### config.mk
export PLATFORM = sky130hd
export DESIGN_NAME = unicode_escape_to_utf8_top
export DESIGN_NICKNAME = d
export VERILOG_FILES = /design/src/sv/uesc_pkg.sv /design/src/sv/unicode_escape_to_utf8_top.sv /design/src/sv/uesc_decode.sv /design/src/sv/uesc_outbuf.sv
export SDC_FILE = /design/constraint.sdc
export NUM_CORES = 1
export LEC_CHECK = 0
export ABC_AREA = 0
export BUFFER_PORTS_ARGS = -buffer_cell sky130_fd_sc_hd__clkbuf_2
export CAP_MARGIN = 20
export CORE_ASPECT_RATIO = 0.75
export CORE_MARGIN = 2
export CORE_UTILIZATION = 40
export CTS_CLUSTER_SIZE = 16
export DETAILED_ROUTE_END_ITERATION = 8
export PLACE_DENSITY = 0.71
export SLEW_MARGIN = 0
export SYNTH_ARGS = -nofsm -noshare
export SYNTH_HDL_FRONTEND = slang
export SYNTH_SLANG_ARGS = --single-unit
### constraint.sdc
create_clock -name clk -period 2.9 [get_ports clk]
set_input_delay 0.435 -clock clk [delete_from_list [all_inputs] [get_ports clk]]
set_output_delay 0.435 -clock clk [all_outputs]
set_load 0.005 [all_outputs]
### src/sv/uesc_pkg.sv
// Package: shared types, character codes and the hex digit value function.
`default_nettype none
package uesc_pkg;

  localparam logic [7:0] BACKSLASH_CODE = 8'h5C;
  localparam logic [7:0] LETTER_U_CODE  = 8'h75;
  localparam logic [7:0] DIGIT_BASE     = 8'd48;
  localparam logic [7:0] LOWER_LIMIT    = 8'd48;
  localparam logic [7:0] LOWER_ADJUST   = 8'd39;
  localparam logic [7:0] UPPER_LIMIT    = 8'd9;
  localparam logic [7:0] UPPER_ADJUST   = 8'd7;
  localparam logic [7:0] LEAD_BASE      = 8'hE0;
  localparam logic [7:0] CONT_BASE      = 8'h80;

  typedef enum logic [2:0] {
    PH_PLAIN  = 3'd0,
    PH_BSLASH = 3'd1,
    PH_U      = 3'd2,
    PH_D1     = 3'd3,
    PH_D2     = 3'd4,
    PH_D3     = 3'd5
  } phase_t;

  // Up to three result bytes from one input item; last marks the final one.
  typedef struct packed {
    logic [1:0]      cnt;
    logic            last;
    logic [2:0][7:0] data;
  } bundle_t;

  function automatic logic [7:0] digit_value(input logic [7:0] c);
    logic [7:0] h;
    h = c - DIGIT_BASE;
    if (h > LOWER_LIMIT) begin
      h = h - LOWER_ADJUST;
    end else if (h > UPPER_LIMIT) begin
      h = h - UPPER_ADJUST;
    end
    return h;
  endfunction

endpackage
`default_nettype wire

### src/sv/unicode_escape_to_utf8_top.sv
// Top level: JSON-style \uXXXX escape to three-byte UTF-8 stream converter.
//
// Input channel in_valid/in_ready carries one text byte (in_byte) and an
// end-of-text mark (in_last). Output channel out_valid/out_ready carries one
// converted byte (out_byte) and its end mark (out_last).
// Plain bytes pass through; backslash, 'u' and four digits become three bytes.
// The first byte of an item's result appears on the output the cycle after the
// item is accepted. An item that yields zero or one byte keeps the input ready
// while out_ready is high, so plain text then moves at one byte per cycle. An
// item that yields two or three bytes holds in_ready low while the result
// register drains one byte per cycle, as out_ready allows, down to its final
// byte; the next item can be taken in the cycle that final byte leaves.
// While the receiver stalls, the pending byte holds and in_ready stays low
// once the result register cannot take the next item's bytes.
// Reset clears the escape phase to plain copying and empties the result
// register; no item is lost or invented across a stall.
`default_nettype none
module unicode_escape_to_utf8_top (
  input  wire logic       clk,
  input  wire logic       rst,
  input  wire logic       in_valid,
  output logic            in_ready,
  input  wire logic [7:0] in_byte,
  input  wire logic       in_last,
  output logic            out_valid,
  input  wire logic       out_ready,
  output logic [7:0]      out_byte,
  output logic            out_last
);
  import uesc_pkg::*;

  bundle_t bun;
  logic    accept;

  assign accept = in_valid && in_ready;

  uesc_decode u_decode (
    .clk     (clk),
    .rst     (rst),
    .accept  (accept),
    .in_byte (in_byte),
    .in_last (in_last),
    .bun     (bun)
  );

  uesc_outbuf u_outbuf (
    .clk       (clk),
    .rst       (rst),
    .in_valid  (in_valid),
    .space     (in_ready),
    .bun       (bun),
    .out_valid (out_valid),
    .out_ready (out_ready),
    .out_byte  (out_byte),
    .out_last  (out_last)
  );

endmodule
`default_nettype wire

### src/sv/uesc_decode.sv
// Escape decoder: phase and digit registers, per-item result bundle.
`default_nettype none
module uesc_decode (
  input  wire logic             clk,
  input  wire logic             rst,
  input  wire logic             accept,
  input  wire logic [7:0]       in_byte,
  input  wire logic             in_last,
  output uesc_pkg::bundle_t     bun
);
  import uesc_pkg::*;

  phase_t     phase;
  phase_t     phase_next;
  logic [7:0] dv [3];
  logic [7:0] dval;

  assign dval = digit_value(in_byte);

  always_ff @(posedge clk) begin
    if (rst) begin
      phase <= PH_PLAIN;
    end else if (accept) begin
      phase <= phase_next;
    end
  end

  always_ff @(posedge clk) begin
    if (accept && !in_last) begin
      unique case (phase)
        PH_U:    dv[0] <= dval;
        PH_D1:   dv[1] <= dval;
        PH_D2:   dv[2] <= dval;
        default: ;
      endcase
    end
  end

  always_comb begin
    bun        = '0;
    phase_next = PH_PLAIN;
    unique case (phase)
      PH_BSLASH: begin
        if (in_byte == LETTER_U_CODE) begin
          if (in_last) begin
            bun.cnt     = 2'd1;
            bun.last    = 1'b1;
            bun.data[0] = BACKSLASH_CODE;
          end else begin
            phase_next = PH_U;
          end
        end else begin
          bun.data[0] = BACKSLASH_CODE;
          if (in_byte == BACKSLASH_CODE) begin
            if (in_last) begin
              bun.cnt     = 2'd2;
              bun.last    = 1'b1;
              bun.data[1] = BACKSLASH_CODE;
            end else begin
              bun.cnt    = 2'd1;
              phase_next = PH_BSLASH;
            end
          end else begin
            bun.cnt     = 2'd2;
            bun.last    = in_last;
            bun.data[1] = in_byte;
          end
        end
      end
      PH_U, PH_D1, PH_D2: begin
        if (in_last) begin
          bun.cnt     = 2'd1;
          bun.last    = 1'b1;
          bun.data[0] = BACKSLASH_CODE;
        end else begin
          unique case (phase)
            PH_U:    phase_next = PH_D1;
            PH_D1:   phase_next = PH_D2;
            default: phase_next = PH_D3;
          endcase
        end
      end
      PH_D3: begin
        bun.cnt     = 2'd3;
        bun.last    = in_last;
        bun.data[0] = LEAD_BASE + dv[0];
        bun.data[1] = CONT_BASE + {dv[1][5:0], 2'b00} + {2'b00, dv[2][7:2]};
        bun.data[2] = CONT_BASE + {2'b00, dv[2][1:0], 4'b0000} + dval;
      end
      default: begin
        if (in_byte == BACKSLASH_CODE) begin
          if (in_last) begin
            bun.cnt     = 2'd1;
            bun.last    = 1'b1;
            bun.data[0] = BACKSLASH_CODE;
          end else begin
            phase_next = PH_BSLASH;
          end
        end else begin
          bun.cnt     = 2'd1;
          bun.last    = in_last;
          bun.data[0] = in_byte;
        end
      end
    endcase
  end

endmodule
`default_nettype wire

### src/sv/uesc_outbuf.sv
// Result register: holds one bundle, hands its bytes out one per ready cycle.
`default_nettype none
module uesc_outbuf (
  input  wire logic              clk,
  input  wire logic              rst,
  input  wire logic              in_valid,
  output logic                   space,
  input  uesc_pkg::bundle_t      bun,
  output logic                   out_valid,
  input  wire logic              out_ready,
  output logic [7:0]             out_byte,
  output logic                   out_last
);
  import uesc_pkg::*;

  logic [1:0]      rem;
  logic [1:0]      rem_next;
  logic            last;
  logic [2:0][7:0] data;
  logic            pop;
  logic            load;

  assign out_valid = (rem != 2'd0);
  assign pop       = out_valid && out_ready;
  assign space     = (rem == 2'd0) || (rem == 2'd1 && out_ready);
  assign load      = in_valid && space;
  assign out_byte  = data[0];
  assign out_last  = last && (rem == 2'd1);

  always_comb begin
    rem_next = rem;
    if (load) begin
      rem_next = bun.cnt;
    end else if (pop) begin
      rem_next = rem - 2'd1;
    end
  end

  always_ff @(posedge clk) begin
    if (rst) begin
      rem <= 2'd0;
    end else begin
      rem <= rem_next;
    end
  end

  always_ff @(posedge clk) begin
    if (load) begin
      data <= bun.data;
      last <= bun.last;
    end else if (pop) begin
      data <= {8'h00, data[2], data[1]};
    end
  end

  a_load_count: assert property (@(posedge clk) disable iff (rst)
    load |=> rem == $past(bun.cnt))
    else $error("result count not loaded from bundle");

  a_pop_count: assert property (@(posedge clk) disable iff (rst)
    (pop && !load) |=> rem == $past(rem) - 2'd1)
    else $error("result count not decremented on pop");

  a_overwrite: assert property (@(posedge clk) disable iff (rst)
    (load && rem != 2'd0) |-> (rem == 2'd1 && out_ready))
    else $error("pending result overwritten");

  a_last_final: assert property (@(posedge clk) disable iff (rst)
    (out_valid && out_last && out_ready) |=> (rem == 2'd0 || $past(load)))
    else $error("bytes left after final byte");

endmodule
`default_nettype wire

==> results.sh <==
export IMPL_outcome="finished, final reports clean"
export IMPL_rows=28
export IMPL_synthFlopType="edfxtp_1"
export IMPL_dr_wl_met3_um=704
export IMPL_netlist_top_cells_area="edfxtp_1, ha_1, a21oi_1"
export IMPL_ys_seq_elements=52
export IMPL_power_density_nw_per_um2=539.7
export IMPL_critPathTopFamily="adder cells"
export IMPL_synth_cell_types=57
export IMPL_antenna_found_initial=0
export IMPL_wirelength_mm=7.709
export IMPL_end_kind="flip-flop"
export IMPL_post_cts_buffers=0
export IMPL_nFillCells=741
export IMPL_dieArea_um2=9041
export IMPL_cp_data_required_time_ns=2.95
export IMPL_synth_area_um2=3316
export IMPL_syn_inst=322
export IMPL_fin_skew_ns=0.004479
export IMPL_start_util_pct=41.69
export IMPL_vdd_drop_max_mv=0.3003
export IMPL_root_buffer="clkbuf_8"
export IMPL_cts_repair_resized=0
export IMPL_min_period_over_period_pct=93.03
export IMPL_ant_nets=0
export IMPL_rsz0062_at_grt="false"
export IMPL_finish_instance_area_um2=3709
export IMPL_grtUsageTotal_pct=17.99
export IMPL_grt_pass1_wl_mm=12.48
export IMPL_synth_edff_count=47
export IMPL_crit_buf_inv=2
export IMPL_syn_avg_cell_area_um2=10.30
export IMPL_wl_met2_mm=3.368
export IMPL_port_buffers=23
export IMPL_clock_latency_ns=0.31
export IMPL_async_flop_share_pct=0
export IMPL_hold_worst_slack_ns=0.3789
export IMPL_placed_area_um2=3627
export IMPL_p_leak_nw=1.487
export IMPL_detail_route_vias_per_cell=5.597
export IMPL_fp_dieH_um=82.85
export IMPL_synth_compound_area_share_pct=18.15
export IMPL_grt_max_degree=25
export IMPL_insertedDiodeCount=0
export IMPL_cts_hold_buf=0
export IMPL_crit_slowest_cell="fa_1"
export IMPL_detail_route_wl_per_cell_um=16.69
export IMPL_muxShareOfSynthArea_pct=2.151
export IMPL_cts_htree_levels=2
export IMPL_overflow=0
export IMPL_worstPathArrival_ns=2.75
export IMPL_cts_buffers=5
export IMPL_nets=389
export IMPL_finalSetupViolations=0
export IMPL_cts_max_path_buffers=2
export IMPL_worst_pin_slew_ns=0.5913
export IMPL_max_stage_delay_ns=0.41
export IMPL_synth_simple_area_share_pct=13.92
export IMPL_synth_top_area_share_pct=42.57
export IMPL_postSynthNetCount=354
export IMPL_fin_crit_ns=2.698
export IMPL_place_hpwl_mm=5.981
export IMPL_areaGrowthSynthToFinish_pct=11.85
export IMPL_drtIter0Drc=235
export IMPL_hold_class="input pin to flip-flop"
export IMPL_pin_count=24
export IMPL_place_gp_congestion=0.9728
export IMPL_synth_fa_ha_area_share_pct=7.623
export IMPL_cap_violations=0
export IMPL_finalHoldViolations=0
export IMPL_final_cell_mix="edfxtp_1, buf_4, inv_1"
export IMPL_routed_via_count=2586
export IMPL_setup_tns_ns=0
export IMPL_drv_slew=0
export IMPL_crit_chain="clkbuf_2, ha_1, and4b_1, a211oi_4, nor3_4, a211oi_1, xnor2_1, ha_1, inv_1, fa_1, xnor2_1, nor2_1"
export IMPL_final_core_util_pct=46.63
export IMPL_grt_pass1_vias=2398
export IMPL_wl_met1_mm=3.555
export IMPL_drive_gt1_share_pct=21.29
export IMPL_synth_largest_area_cell="edfxtp_1"
export IMPL_path_max_fanout=5
export IMPL_seq_area_frac_synth_pct=45.58
export IMPL_start_kind="input pin"
export IMPL_core_area_um2=7953
export IMPL_synth_top_family_by_area="compound AO/OA/AOI/OAI gates"
export IMPL_cts_tree="yes"
export IMPL_synth_warnings=0
export IMPL_cts_sinks=52
export IMPL_multi_input_area_um2=1535
export IMPL_die_w_um=109.1
export IMPL_path_class="input pin to flip-flop"
export IMPL_first_pass_iters=5
export IMPL_highest_layer="met4"
export IMPL_relSlewSlack_pct=60.50
export IMPL_synth_xor_area_share_pct=4.453
export IMPL_layout_area_seq_um2=1511
export IMPL_drc=0
export IMPL_layout_commonest_cell="edfxtp_1"
export IMPL_fmax_mhz=370.7
export IMPL_path_clk_slew_ns=0.09
[worst reg2reg max path, delay by kind of cell, from the launching register on]
family,cells,cell delay (ns)
AO/OA/AOI/OAI,1,0.15
adder cells (fa/ha/maj),1,0.20
buffers and inverters,2,0.38
flip-flops,1,0.33
AND/OR/NAND/NOR,3,0.93
[flip-flops by register name (all words and copies together) (netlist names)]
signal / flops
u_decode.dv: 22
u_decode.phase: 3
u_outbuf.data: 16
u_outbuf.last: 1
u_outbuf.out_byte: 8
u_outbuf.rem: 2
[power breakdown]
group / switching (mW) / total, mW / internal (mW)
logic: 0.334 / 0.571 / 0.237
clock network: 0.238 / 0.402 / 0.164
registers: 0.0361 / 1.03 / 0.992
[routing by layer]
metal,vias to the layer above,global-route usage [%]
met5,-,0
met4,0,3.846
met3,6,4.474
met2,142,26.31
met1,1206,26.83
li1,1232,-
[cells in the mapped netlist, types with 2 or more instances]
library cell	n
o21ai_0	23
a222oi_1	3
buf_6	3
buf_2	5
and2_1	5
a21o_1	4
and3_1	4
a22oi_1	4
a21oi_1	23
ha_1	17
o21a_1	2
nand3_1	9
xnor2_1	9
a211oi_1	2
nor2_1	24
edfxtp_1	47
dfxtp_1	5
xor2_1	6
nor3_1	7
o31ai_1	2
mux2i_1	3
nor4_1	2
o22ai_1	3
fa_1	2
a221o_1	5
a31oi_1	8
clkbuf_1	7
nand2_1	19
inv_1	27
o2111ai_1	2
nor2b_1	2
mux2_4	2
buf_4	10
nor3_4	3
[final timing paths]
path | slack (ns) | cells past startpoint | end | startpoint
setup / recovery | 0.20 | 12 | u_outbuf.data[22] | in_byte[4]
hold / removal | 0.38 | 2 | u_decode.phase[2] | rst
setup reg to reg | 0.56 | 7 | u_decode.dv[0][23] | u_outbuf.rem[0]
hold reg to reg | 0.51 | 2 | u_outbuf.rem[1] | u_outbuf.rem[1]
[cell families (layout without fill, tap and decap cells)]
family / count (synthesis) / after routing
adder cells (fa/ha/maj): 19 / 19
XOR/XNOR: 16 / 16
AO/OA/AOI/OAI: 91 / 91
flip-flops: 52 / 52
multiplexers: 6 / 6
buffers and inverters: 54 / 89
AND/OR/NAND/NOR: 84 / 84
[through the flow]
stage	total power, mW	instances	worst slack [ns]
after global routing	2.121	462	0.05400
after CTS	2.007	462	0.1861
final	2.001	462	0.2022
after global placement	1.604	455	-0.03841
after floorplan	1.455	322	0.02046
after detailed placement	1.619	455	-0.1420
[layout make-up]
| class | count | share of cell area (%) |
|---|---|---|
| Timing Repair Buffer | 53 | 9.177 |
| Sequential cell | 52 | 40.76 |
| Inverter | 29 | 2.935 |
| Multi-Input combinational cell | 216 | 41.40 |
| Clock inverter | 2 | 0.3374 |
| Clock buffer | 5 | 1.856 |
| Tap cell | 105 | 3.543 |
No activity file was read; power rests on OpenSTA's default activity.
